$ cat src/hw/rtl/pal_pkg.sv
// package for the positional array list block
// holds field widths, operation and status codes, and controller/datapath structs
// no dependencies
package pal_pkg;

  localparam int ModeW     = 3;
  localparam int DataW     = 32;
  localparam int LocW      = 4;
  localparam int StatW     = 2;
  localparam int PosW      = 4;
  localparam int LenW      = 4;
  localparam int CapDefault = 8;

  typedef enum logic [ModeW-1:0] {
    MODE_APPEND = 3'd0,
    MODE_FRONT  = 3'd1,
    MODE_INSERT = 3'd2,
    MODE_DELETE = 3'd3,
    MODE_LENGTH = 3'd4,
    MODE_LIST   = 3'd5
  } mode_e;

  typedef enum logic [StatW-1:0] {
    ST_OK     = 2'd0,
    ST_FULL   = 2'd1,
    ST_EMPTY  = 2'd2,
    ST_BADLOC = 2'd3
  } status_e;

  // controller to datapath
  typedef struct packed {
    logic op_en;
    logic list_en;
  } pal_cmd_t;

  // datapath to controller
  typedef struct packed {
    logic list_req;
    logic out_free;
    logic list_last;
  } pal_sts_t;

endpackage

$ cat src/hw/rtl/pal_ctrl.sv
// controller for the positional array list block
// sequences single-beat operations and multi-beat listing
// depends on pal_pkg
module pal_ctrl
  import pal_pkg::*;
(
  input  logic     clk_i,
  input  logic     rst_ni,
  input  logic     in_valid_i,
  output logic     in_stall_o,
  input  pal_sts_t sts_i,
  output pal_cmd_t cmd_o
);

  typedef enum logic {
    S_IDLE,
    S_LIST
  } state_e;

  state_e state_q, state_d;

  always_comb begin
    state_d       = state_q;
    in_stall_o    = 1'b1;
    cmd_o.op_en   = 1'b0;
    cmd_o.list_en = 1'b0;
    case (state_q)
      S_IDLE: begin
        in_stall_o  = !sts_i.out_free;
        cmd_o.op_en = in_valid_i && sts_i.out_free;
        if (cmd_o.op_en && sts_i.list_req) begin
          state_d = S_LIST;
        end
      end
      S_LIST: begin
        cmd_o.list_en = sts_i.out_free;
        if (sts_i.out_free && sts_i.list_last) begin
          state_d = S_IDLE;
        end
      end
      default: begin
        state_d = S_IDLE;
      end
    endcase
  end

  always_ff @(posedge clk_i or negedge rst_ni) begin
    if (!rst_ni) begin
      state_q <= S_IDLE;
    end else begin
      state_q <= state_d;
    end
  end

endmodule

$ cat src/hw/rtl/pal_dp.sv
// datapath for the positional array list block
// entry cells with parallel shift, entry count, list index and result register
// depends on pal_pkg
module pal_dp
  import pal_pkg::*;
#(
  parameter int Capacity = CapDefault
) (
  input  logic                    clk_i,
  input  logic                    rst_ni,
  input  pal_cmd_t                cmd_i,
  output pal_sts_t                sts_o,
  input  logic [ModeW-1:0]        mode_i,
  input  logic signed [DataW-1:0] value_i,
  input  logic [LocW-1:0]         location_i,
  output logic                    out_valid_o,
  input  logic                    out_stall_i,
  output logic [StatW-1:0]        status_o,
  output logic signed [DataW-1:0] data_out_o,
  output logic [PosW-1:0]         position_o,
  output logic [LenW-1:0]         length_o,
  output logic                    last_o
);

  localparam int CntW = $clog2(Capacity + 1);
  localparam int IdxW = $clog2(Capacity);
  localparam int CmpW = (LocW > CntW) ? LocW : CntW;

  logic signed [DataW-1:0] cells_q [Capacity];
  logic signed [DataW-1:0] cells_d [Capacity];
  logic [CntW-1:0]         count_q, count_d;
  logic [IdxW-1:0]         list_idx_q, list_idx_d;
  logic                    out_valid_q, out_valid_d;
  logic [StatW-1:0]        status_q, status_d;
  logic signed [DataW-1:0] data_q, data_d;
  logic [PosW-1:0]         pos_q, pos_d;
  logic [LenW-1:0]         len_q, len_d;
  logic                    last_q, last_d;

  logic                    out_free, load, full, empty;
  logic [CmpW-1:0]         loc_w, cnt_w, ins_pos, del_w;
  logic                    ins_en, del_en;
  logic [IdxW-1:0]         del_idx, rd_idx;
  logic signed [DataW-1:0] rd_word;
  logic                    list_last;

  assign out_free  = !out_valid_q || !out_stall_i;
  assign full      = (count_q == CntW'(Capacity));
  assign empty     = (count_q == '0);
  assign loc_w     = CmpW'(location_i);
  assign cnt_w     = CmpW'(count_q);
  assign del_w     = loc_w - CmpW'(1);
  assign del_idx   = del_w[IdxW-1:0];
  assign rd_idx    = cmd_i.list_en ? list_idx_q : del_idx;
  assign rd_word   = cells_q[rd_idx];
  assign list_last = ((CntW'(list_idx_q) + CntW'(1)) == count_q);

  assign sts_o.list_req  = (mode_i == MODE_LIST) && !empty;
  assign sts_o.out_free  = out_free;
  assign sts_o.list_last = list_last;

  always_comb begin
    count_d    = count_q;
    list_idx_d = list_idx_q;
    load       = 1'b0;
    status_d   = ST_OK;
    data_d     = '0;
    pos_d      = '0;
    len_d      = LenW'(count_q);
    last_d     = 1'b1;
    ins_en     = 1'b0;
    ins_pos    = '0;
    del_en     = 1'b0;

    if (cmd_i.op_en) begin
      load       = 1'b1;
      list_idx_d = '0;
      case (mode_e'(mode_i))
        MODE_APPEND: begin
          if (full) begin
            status_d = ST_FULL;
          end else begin
            ins_en  = 1'b1;
            ins_pos = cnt_w;
          end
        end
        MODE_FRONT: begin
          if (full) begin
            status_d = ST_FULL;
          end else begin
            ins_en  = 1'b1;
            ins_pos = '0;
          end
        end
        MODE_INSERT: begin
          if (full) begin
            status_d = ST_FULL;
          end else if (empty) begin
            if (loc_w > CmpW'(1)) begin
              status_d = ST_BADLOC;
            end else begin
              ins_en  = 1'b1;
              ins_pos = '0;
            end
          end else if (loc_w > cnt_w) begin
            status_d = ST_BADLOC;
          end else begin
            ins_en  = 1'b1;
            ins_pos = loc_w;
          end
        end
        MODE_DELETE: begin
          if (empty) begin
            status_d = ST_EMPTY;
          end else if (loc_w == '0 || loc_w > cnt_w) begin
            status_d = ST_BADLOC;
          end else begin
            del_en  = 1'b1;
            count_d = count_q - CntW'(1);
            data_d  = rd_word;
            pos_d   = location_i;
            len_d   = LenW'(count_d);
          end
        end
        MODE_LENGTH: begin
          status_d = empty ? ST_EMPTY : ST_OK;
        end
        MODE_LIST: begin
          if (empty) begin
            status_d = ST_EMPTY;
          end else begin
            load = 1'b0;
          end
        end
        default: begin
          status_d = ST_OK;
        end
      endcase
      if (ins_en) begin
        count_d = count_q + CntW'(1);
        len_d   = LenW'(count_d);
      end
    end else if (cmd_i.list_en) begin
      load       = 1'b1;
      status_d   = ST_OK;
      data_d     = rd_word;
      pos_d      = PosW'(list_idx_q) + PosW'(1);
      last_d     = list_last;
      list_idx_d = list_idx_q + IdxW'(1);
    end
  end

  // parallel shift of the cell row
  always_comb begin
    for (int i = 0; i < Capacity; i++) begin
      cells_d[i] = cells_q[i];
    end
    if (ins_en) begin
      for (int i = 1; i < Capacity; i++) begin
        if (CmpW'(i) > ins_pos) begin
          cells_d[i] = cells_q[i-1];
        end
      end
      cells_d[ins_pos[IdxW-1:0]] = value_i;
    end else if (del_en) begin
      for (int i = 0; i < Capacity - 1; i++) begin
        if (CmpW'(i) >= del_w) begin
          cells_d[i] = cells_q[i+1];
        end
      end
    end
  end

  assign out_valid_d = load ? 1'b1 : (out_valid_q && out_stall_i);

  always_ff @(posedge clk_i or negedge rst_ni) begin
    if (!rst_ni) begin
      count_q     <= '0;
      list_idx_q  <= '0;
      out_valid_q <= 1'b0;
    end else begin
      count_q     <= count_d;
      list_idx_q  <= list_idx_d;
      out_valid_q <= out_valid_d;
    end
  end

  always_ff @(posedge clk_i) begin
    for (int i = 0; i < Capacity; i++) begin
      cells_q[i] <= cells_d[i];
    end
    if (load) begin
      status_q <= status_d;
      data_q   <= data_d;
      pos_q    <= pos_d;
      len_q    <= len_d;
      last_q   <= last_d;
    end
  end

  assign out_valid_o = out_valid_q;
  assign status_o    = status_q;
  assign data_out_o  = data_q;
  assign position_o  = pos_q;
  assign length_o    = len_q;
  assign last_o      = last_q;

endmodule

$ cat src/hw/rtl/positional_array_list_top.sv
// top level of the positional array list block
// joins the controller and the datapath
// depends on pal_pkg, pal_ctrl, pal_dp
//
// usage:
// the input channel (in_valid_i / in_stall_o) carries one operation per beat:
// mode_i, value_i, location_i. the output channel (out_valid_o / out_stall_i)
// carries result beats: status_o, data_out_o, position_o, length_o, last_o.
// append, front, insert, delete and length give one result beat in the cycle
// after the input beat; any shift of entry cells happens in that cycle, so these
// operations sustain one beat per cycle while the output is taken.
// list all gives one beat per stored entry, one per cycle while the output is
// taken, with last_o on the final one (a single empty beat when there are no
// entries); the input is stalled until the final list beat is loaded.
// the output register is the only buffer: while the receiver stalls a waiting
// result, in_stall_o is high and nothing advances.
// reset empties the list and the output register; entry cells are not cleared.
module positional_array_list_top
  import pal_pkg::*;
#(
  parameter int Capacity = CapDefault
) (
  input  logic                    clk_i,
  input  logic                    rst_ni,
  input  logic                    in_valid_i,
  output logic                    in_stall_o,
  input  logic [ModeW-1:0]        mode_i,
  input  logic signed [DataW-1:0] value_i,
  input  logic [LocW-1:0]         location_i,
  output logic                    out_valid_o,
  input  logic                    out_stall_i,
  output logic [StatW-1:0]        status_o,
  output logic signed [DataW-1:0] data_out_o,
  output logic [PosW-1:0]         position_o,
  output logic [LenW-1:0]         length_o,
  output logic                    last_o
);

  pal_cmd_t cmd;
  pal_sts_t sts;

  pal_ctrl u_ctrl (
    .clk_i      (clk_i),
    .rst_ni     (rst_ni),
    .in_valid_i (in_valid_i),
    .in_stall_o (in_stall_o),
    .sts_i      (sts),
    .cmd_o      (cmd)
  );

  pal_dp #(
    .Capacity (Capacity)
  ) u_dp (
    .clk_i       (clk_i),
    .rst_ni      (rst_ni),
    .cmd_i       (cmd),
    .sts_o       (sts),
    .mode_i      (mode_i),
    .value_i     (value_i),
    .location_i  (location_i),
    .out_valid_o (out_valid_o),
    .out_stall_i (out_stall_i),
    .status_o    (status_o),
    .data_out_o  (data_out_o),
    .position_o  (position_o),
    .length_o    (length_o),
    .last_o      (last_o)
  );

endmodule
$ cat config.mk
export PLATFORM = sky130hd
export DESIGN_NAME = positional_array_list_top
export DESIGN_NICKNAME = d
export VERILOG_FILES = /design/src/hw/rtl/pal_pkg.sv /design/src/hw/rtl/pal_ctrl.sv /design/src/hw/rtl/pal_dp.sv /design/src/hw/rtl/positional_array_list_top.sv
export SDC_FILE = /design/constraint.sdc
export NUM_CORES = 1
export LEC_CHECK = 0
export BUFFER_PORTS_ARGS = -buffer_cell sky130_fd_sc_hd__buf_2
export CORE_MARGIN = 5
export CORE_UTILIZATION = 56
export DETAILED_ROUTE_END_ITERATION = 8
export GPL_ROUTABILITY_DRIVEN = 0
export PLACE_DENSITY = 0.85
export SLEW_MARGIN = 20
export SYNTH_ARGS = -nofsm -noshare
export SYNTH_HDL_FRONTEND = slang
export SYNTH_SLANG_ARGS = --single-unit
$ cat constraint.sdc
create_clock -name clk_i -period 4.9 [get_ports clk_i]
set_clock_uncertainty 0.15 [all_clocks]
set_input_delay 1.47 -clock clk_i [delete_from_list [all_inputs] [get_ports clk_i]]
set_output_delay 1.47 -clock clk_i [all_outputs]
set_load 0.02 [all_outputs]
# [Word-level counts from Yosys, hierarchy flattened]
# Memory sizes are Yosys's and may differ from the RTL's.
# Cells that the tools add are included.
[totals] reg_bits=52 latchBits=0 ram_bits=256 romBits=0 output_inout_bits=45 mem_count=1
[memory_table] name="u_dp.cells_q" words=8 word_bits=32 rd=9 rd_ports_with_merged_regs=0 write_ports=8 line_no="pal_dp.sv:29" source="logic signed [DataW-1:0] cells_q [Capacity];"
[classes] addsub=5 n_mul=0 n_div=0 order_cmp=18 eq_ne=7 shifts=0 muxes=83 bitwise=3 reduce_logical=19
[ops] operator="2-to-1 mux 32 bit" n=28
[ops] operator="2-to-1 mux 224 bit" n=2
[ops] operator="bitwise mux 256 bit" n=1
[ops] operator="demux 32 bit (select 3 bit)" n=1
[ops] operator="2-to-1 mux 4 bit" n=15
[ops] operator="2-to-1 mux 1 bit" n=22
[ops] operator="greater-than comparator 3 x 4 -> 1 bit, first input constant" n=4
[ops] operator="2-to-1 mux 2 bit" n=7
[ops] operator=">= comparator 3 x 4 -> 1 bit, first input constant" n=3
[ops] operator="2-to-1 mux 3 bit" n=3
[ops] operator=">= comparator 1 x 4 -> 1 bit, first input constant" n=2
[ops] operator=">= comparator 2 x 4 -> 1 bit, first input constant" n=2
[ops] operator="greater-than comparator 2 x 4 -> 1 bit, first input constant" n=2
[ops] operator="logical NOT 4 bit" n=2
[ops] operator="case mux 2 bit (4 select lines)" n=1
[ops] operator="case mux 4 bit (2 select lines)" n=1
[ops] operator="subtractor 4 x 1 -> 4 bit, second input constant" n=2
[ops] operator="equality test 3 x 2 -> 1 bit, second input constant" n=2
[ops] operator="equality test 3 bit, second input constant" n=2
[ops] operator="logical AND 1 bit" n=6
[ops] operator="OR reduction 2 bit" n=3
[ops] operator="adder 3 x 1 -> 4 bit, second input constant" n=1
[ops] operator="adder 4 x 1 -> 4 bit, second input constant" n=1
[ops] operator="equality test 4 bit" n=1
[ops] operator="other kinds (15)" n=21

# [Depth between registers and ports, before layout]
# Gate-level depths: netlist of run 1.
[depth] depth_word=13 ltp_mapped=13 depth_no_buf=9

# [Cells and area by module]
# A second synthesis of run 1 with hierarchy kept.
[unflattened] hier_cells=1524 hier_area_um2=17046.3
[by_module_without_submodules] module="pal_dp" instances=1 cells_each=1517 area_per_inst_um2=16983.8
[by_module_without_submodules] module="pal_ctrl" instances=1 cells_each=7 area_per_inst_um2=62.6

# [Worst setup path before layout of run 1]
# No wires, ideal clock.
[synth_path] path_type="input to register" startpoint="input port location_i[3]" endpoint="memory u_dp.cells_q[3][0] (enable)" t_arrival_ns=5.480 t_required_ns=4.280 setup_slack_ns=-1.200 cell_stages=9 n_path_buf=1 cell_sequence="ha_1 -> and4_4 -> o2111ai_4 -> nor3_1 -> a21o_1 -> nand2_1 -> clkbuf_1 -> a21oi_1 -> a211oi_1"
[synth_rtl] item="start, declared" line_no="positional_array_list_top.sv:29" source="input logic [LocW-1:0] location_i,"
[synth_rtl] item="end, declared" line_no="pal_dp.sv:29"

==> flow_metrics.tcl, run 1 <==
set metrics [dict create \
    status "completed" \
    holdWs_ns 0.3985 \
    critPathCaptureType "register" \
    crit_slowest_cell "buf_4" \
    grt_pass1_wl_um 74260 \
    holdCritStartpoint "u_ctrl.state_q" \
    ioPinCount 88 \
    htreeDepth 2 \
    die_w_um 183.3 \
    slowest_delay_ns 0.67 \
    area_delta_synth_final_pct 12.32 \
    rsz0062_at_grt "no" \
    yosys_warnings 0 \
    fillCellCount 2169 \
    synth_async_sr_flop_share_pct 2.922 \
    die_area_um2 33610 \
    routed_via_density 7.277 \
    cp_max_fo 72 \
    max_cap_viol_count 0 \
    worstSetupPathType "in -> reg" \
    numClockSinks 308 \
    ctsResizeCount 0 \
    fmax_mhz 243.8 \
    slew_headroom_pct 47.15 \
    wl_per_cell_um 26.84 \
    antenna_left 0 \
    report.final.slew_viol_count 0 \
    vias 13140 \
    dpl.cell_count 1745 \
    die_y_um 183.3 \
    clockBufferDepth 3 \
    ys_types 61 \
    insertion_delay_ns 0.53 \
    grt.overflow.total 0 \
    cts_tree "built" \
    hold_path.class "reg -> reg" \
    p_leak_nw 7.044 \
    io_buffers 87 \
    layout-drive-gt1-share_pct 21.32 \
    synth_top_cell_by_area "edfxtp_1" \
    ctsRootBufferMaster "clkbuf_16" \
    regToRegStartpoint "u_dp.cnt_w[1]" \
    crit_chain "buf_2, inv_1, ha_1, nor2b_1, o211ai_1, a21oi_2, o21a_1, o22a_4, buf_4, a221oi_1, nor2_1" \
    finalNetCount 1445 \
    synthFlopType "edfxtp_1" \
    worst_pin_slew_ns 0.7928 \
    cts_made_buffers 34 \
    antenna_found_initial 6 \
    yosysSeqAreaShare_pct 54.71 \
    grt_pass1_vias 12860 \
    cp-start-kind "input port" \
    clkTransAtPathRegs_ns 0.06 \
    ir_worst_vdd_uv 329.1 \
    grt_start_max_net_pins 98 \
    finalCriticalPeriod_ns 4.102 \
    powerDensity_nw_per_um2 490.6 \
    synth_edf_count 299 \
    synth_nets 1411 \
    hpwl_um 28780 \
    num_rows 63 \
    cp-startpoint "location_i[0]" \
    initial_core_util_pct 56.76 \
    synthCells 1357 \
    ys_ff_latch 308 \
    drt_first_pass_iters 6 \
    post_cts_buffers 0 \
    postSynthAreaPerCell_um2 12.40 \
    core_area_um2 29640 \
    placed_cell_area_um2 17810 \
    final_area_um2 18900 \
    drt_wl_total_um 48480 \
    cp_top_family "compound AO/OA/AOI/OAI gates" \
    setup_violations 0 \
    worstPathArrival_ns 4.32 \
    hold_violations 0 \
    synth_top_cell_area_share_pct 53.37 \
    final_util_pct 63.75 \
    critPathBufInv 3 \
    drtIter0Drc 2172 \
    syn_area_um2 16820 \
    holdBufCountCts 0 \
    synthTopCellsByArea "edfxtp_1, mux4_2, a22o_1" \
    grt_usage_pct 28.08 \
    critPathRequiredTime_ns 5.11 \
    period_share_pct 83.72 \
    drcViolationCount 0 \
    stdcell_count 1806 \
    p_total_mw 9.271 \
]
## cell usage after synthesis (2+ instances only)
master / instances
edfxtp_1: 299
nor2_1: 210
a22o_1: 163
a21o_1: 100
a221oi_1: 96
nand2_1: 90
buf_2: 86
mux4_2: 64
clkbuf_1: 49
a21oi_1: 44
o21ai_0: 17
ha_1: 11
inv_1: 10
dfrtp_1: 9
nand3_1: 8
buf_4: 7
a211oi_1: 6
nor3_1: 6
xnor2_1: 5
buf_1: 4
nor2b_1: 4
nor3_2: 4
o211ai_1: 4
o21a_1: 4
a21oi_2: 3
and4_1: 3
buf_6: 3
nor4_4: 3
o22ai_1: 3
a221o_1: 2
a22oi_2: 2
a31oi_1: 2
and2_1: 2
nand2b_1: 2
nor2_4: 2
nor3b_1: 2
o32ai_1: 2
or3_1: 2
xor2_1: 2
## path summary, 6_finish.rpt
| check | cells after the start | end | slack, ns |
|---|---|---|---|
| max in group asynchronous | 1 | u_ctrl.state_q | 3.77 |
| max reg2reg | 10 | u_dp.cells_q[1][29] | 1.18 |
| min in group asynchronous | 1 | u_dp.list_idx_q[2] | 0.65 |
| min | 1 | u_ctrl.state_q | 0.40 |
| max | 11 | u_dp.cells_q[1][29] | 0.80 |
| min reg2reg | 1 | u_ctrl.state_q | 0.40 |
## routing by layer
layer  vias up  track usage (%)  wire [um]
li1       5437                -          -
met5         -                0         28
met3       163            6.049       6026
met4         6            11.23       1837
met2      1105            44.38      22930
met1      6431            38.38      17660
## per-stage QoR
step	TNS, ns	setup slack, ns
3_5_place_dp	0	0.2611
6_report	0	0.7977
4_1_cts	0	0.8063
3_3_place_gp	0	0.4518
2_1_floorplan	-5.104	-0.1595
5_1_grt	0	0.5916
## cell type report
type / instances / area, um^2 / share of cell area [%]
Sequential cell: 308 / 9204 / 48.71
Multi-Input combinational cell: 888 / 7041 / 37.26
Timing Repair Buffer: 148 / 1031 / 5.456
Clock buffer: 38 / 865.8 / 4.582
Tap cell: 390 / 488.0 / 2.582
Clock inverter: 19 / 214.0 / 1.132
Inverter: 11 / 42.54 / 0.2251
Antenna cell: 4 / 10.01 / 0.05297
## state kept, by name (all words and copies together), names as in the netlist, 2 cells and up
register,cells
u_dp.position_o,4
u_dp.data_out_o,32
u_dp.status_o,2
u_dp.cnt_w,4
u_dp.cells_q,256
u_dp.length_o,4
u_dp.list_idx_q,3
## cell usage in the layout, fill, tap and decap left out, types with 5 or more instances in the layout
cell type	Yosys	layout
buf_2	86	87
edfxtp_1	299	299
buf_12	0	11
nand2_1	90	90
clkinv_1	0	5
clkbuf_16	0	34
a22o_1	163	163
a21o_1	100	98
a21oi_1	44	41
inv_1	10	10
a221oi_1	96	96
dfrtp_1	9	9
o21ai_0	17	16
nand3_1	8	8
buf_4	7	50
clkinv_2	1	7
ha_1	11	11
a211oi_1	6	5
nor2_1	210	209
xnor2_1	5	5
nor3_1	6	6
mux4_2	64	64
## logic make-up after synthesis
| logic type | after synthesis | synth area share (%) |
|---|---|---|
| AOI/OAI and AO/OA | 459 | 21.95 |
| xor gates and xnor gates | 7 | 0.3644 |
| adders and majority gates | 11 | 0.8181 |
| buffers and inverters | 161 | 4.537 |
| DFF | 308 | 54.71 |
| muxes | 65 | 8.627 |
| and+or+nand+nor | 346 | 8.999 |
## power by group
| part | switching [mW] | internal, mW |
|---|---|---|
| Combinational | 1.79 | 1.21 |
| Sequential | 0.248 | 3.47 |
| Clock | 1.07 | 1.49 |
Note: power is estimated with default switching activity, not from simulation.
==> run 2, diff against run 1 <==
clock period = 3.35 ns   (was 4.9 ns; I/O delays follow)
==> run 2 against run 1 <==
Effect of this change: largest power group unchanged; sequential power increased by 45%; routed wire length increased by 8.2%; die area unchanged; critical path depth increased by 1; sequential share of layout area decreased by 3.1 points; combinational power increased by 72%; global-route usage increased by 2.9 points; cell area increased by 6.8%; non-clock buffer count increased by 92; core utilization increased by 4.3 points; clock power increased by 39%.
==> flow_metrics.tcl, run 2 (synthesis gave the netlist of run 1 again) <==
set metrics [dict create \
    status "completed" \
    p_total_mw 14.13 \
    ir_worst_vdd_uv 428.5 \
    slowest_delay_ns 0.46 \
    wl_per_cell_um 27.67 \
    holdBufCountCts 0 \
    use_met3_pct 8.568 \
    p_leak_nw 7.639 \
    hpwl_um 32930 \
    cp_top_family "compound AO/OA/AOI/OAI gates" \
    drcViolationCount 0 \
    antenna_found_initial 3 \
    use_met2_pct 49.23 \
    numClockSinks 308 \
    post_cts_buffers 0 \
    ioPinCount 88 \
    vias 13910 \
    cts_tree "built" \
    largest_reg_flops 256 \
    reg2reg_slack_ns 0.13 \
    clkTransAtPathRegs_ns 0.06 \
    worst_pin_slew_ns 0.4801 \
    antenna_left 0 \
    die_y_um 183.3 \
    ctsResizeCount 0 \
    layout-drive-gt1-share_pct 26.60 \
    hold_violations 0 \
    die_w_um 183.3 \
    finalSetupTns_ns 0 \
    crit_chain "buf_2, inv_6, ha_4, and4_4, o2111ai_4, buf_4, o32ai_1, buf_4, nor3_4, buf_12, a221oi_1, nor2_1" \
    r2r.worst_path.cells 10 \
    top_register "u_dp.cells_q" \
    grt.overflow.total 0 \
    max_cap_viol_count 0 \
    cts_made_buffers 34 \
    period_share_pct 96.60 \
    cp_max_fo 12 \
    top_usage_layer "met2" \
    initial_core_util_pct 56.76 \
    slew_headroom_pct 67.89 \
    finalCriticalPeriod_ns 3.236 \
    clockBufferDepth 3 \
    final_cell_mix "edfxtp_1, nor2_1, a22o_1" \
    grt_pass1_wl_um 81830 \
    die_area_um2 33610 \
    setup_violations 0 \
    rsz0062_at_grt "no" \
    cp-start-kind "input port" \
    critPathBufInv 5 \
    htreeDepth 2 \
    grt_start_max_net_pins 88 \
    core_area_um2 29640 \
    drt_wl_total_um 52440 \
    area_delta_synth_final_pct 19.96 \
    num_rows 63 \
    routed_via_density 7.341 \
    crit_slowest_cell "a221oi_1" \
    crit_top_cell "buf_4" \
    grtUsageMet1_pct 40.07 \
    path_depth 12 \
    report.final.slew_viol_count 0 \
    grt_pass1_vias 14140 \
    hold_path.class "in -> async" \
    critPathCaptureType "register" \
    drtIter0Drc 2500 \
    fmax_mhz 309.0 \
    io_buffers 87 \
    worstSetupPathType "in -> reg" \
    drt_first_pass_iters 6 \
    ctsRootBufferMaster "clkbuf_16" \
    critPathRequiredTime_ns 3.46 \
    grt_usage_pct 30.94 \
    insertion_delay_ns 0.53 \
    final_common_cell "edfxtp_1" \
    worstPathArrival_ns 3.34 \
    powerDensity_nw_per_um2 700.0 \
    finalNetCount 1537 \
]
==> run 2: worst register-to-register path, cell delays in order (launching register included) <==
cell	delay, ns
dfrtp_1	0.38
inv_1	0.16
ha_1	0.36
nand3_1	0.28
and2_4	0.27
a22oi_2	0.30
buf_4	0.22
nor3_4	0.09
buf_12	0.17
a221oi_1	0.47
nor2_1	0.11
==> run 2: path summary, 6_finish.rpt <==
kind | start | endpoint
setup / recovery | location_i[0] | u_dp.cells_q[1][5]
hold / removal | rst_ni | u_dp.cnt_w[0]
setup reg to reg | u_dp.cnt_w[1] | u_dp.cells_q[1][5]
hold reg to reg | u_ctrl.state_q | u_ctrl.state_q
max in group asynchronous | rst_ni | u_dp.list_idx_q[0]
min in group clk_i | u_ctrl.state_q | u_ctrl.state_q
==> run 2: layout make-up <==
class | instances | area [um^2]
tap | 390 | 488.0
multi-input combinational | 888 | 7143
inverter | 11 | 50.05
clock buffer | 43 | 905.9
fill | 1971 | 9457
clock inverter | 14 | 116.4
timing repair buffer | 240 | 2272
sequential | 308 | 9204
antenna | 1 | 2.502
==> run 2: where the power goes <==
part           switching, mW  internal, mW  leakage (nW)
clock network           1.56          2.00         0.494
registers              0.321          5.07          2.86
logic                   2.89          2.28          4.29
total                   4.78          9.35          7.64
==> run 2: routing by layer <==
| metal | vias up | wire [um] |
|---|---|---|
| met2 | 1303 | 24360 |
| met3 | 254 | 7222 |
| li1 | 5629 | - |
| met1 | 6722 | 18180 |
| met4 | 4 | 2655 |
| met5 | - | 26 |
==> run 2: per-stage QoR <==
| stage | area, um^2 | std cells | setup WS (ns) | util (%) | hold slack [ns] |
|---|---|---|---|---|---|
| final | 20180 | 1895 | 0.1140 | 68.09 | 0.1830 |
| after global routing | 20180 | 1895 | 0.01707 | 68.09 | 0.1995 |
| after CTS | 20180 | 1894 | 0.1557 | 68.09 | 0.1832 |
| after detailed placement | 19160 | 1837 | -0.2850 | 64.64 | 0.3930 |
| after global placement | 19160 | 1837 | -0.1949 | 64.64 | 0.3707 |
| after floorplan | 17030 | 1357 | -0.5953 | - | 0.3518 |
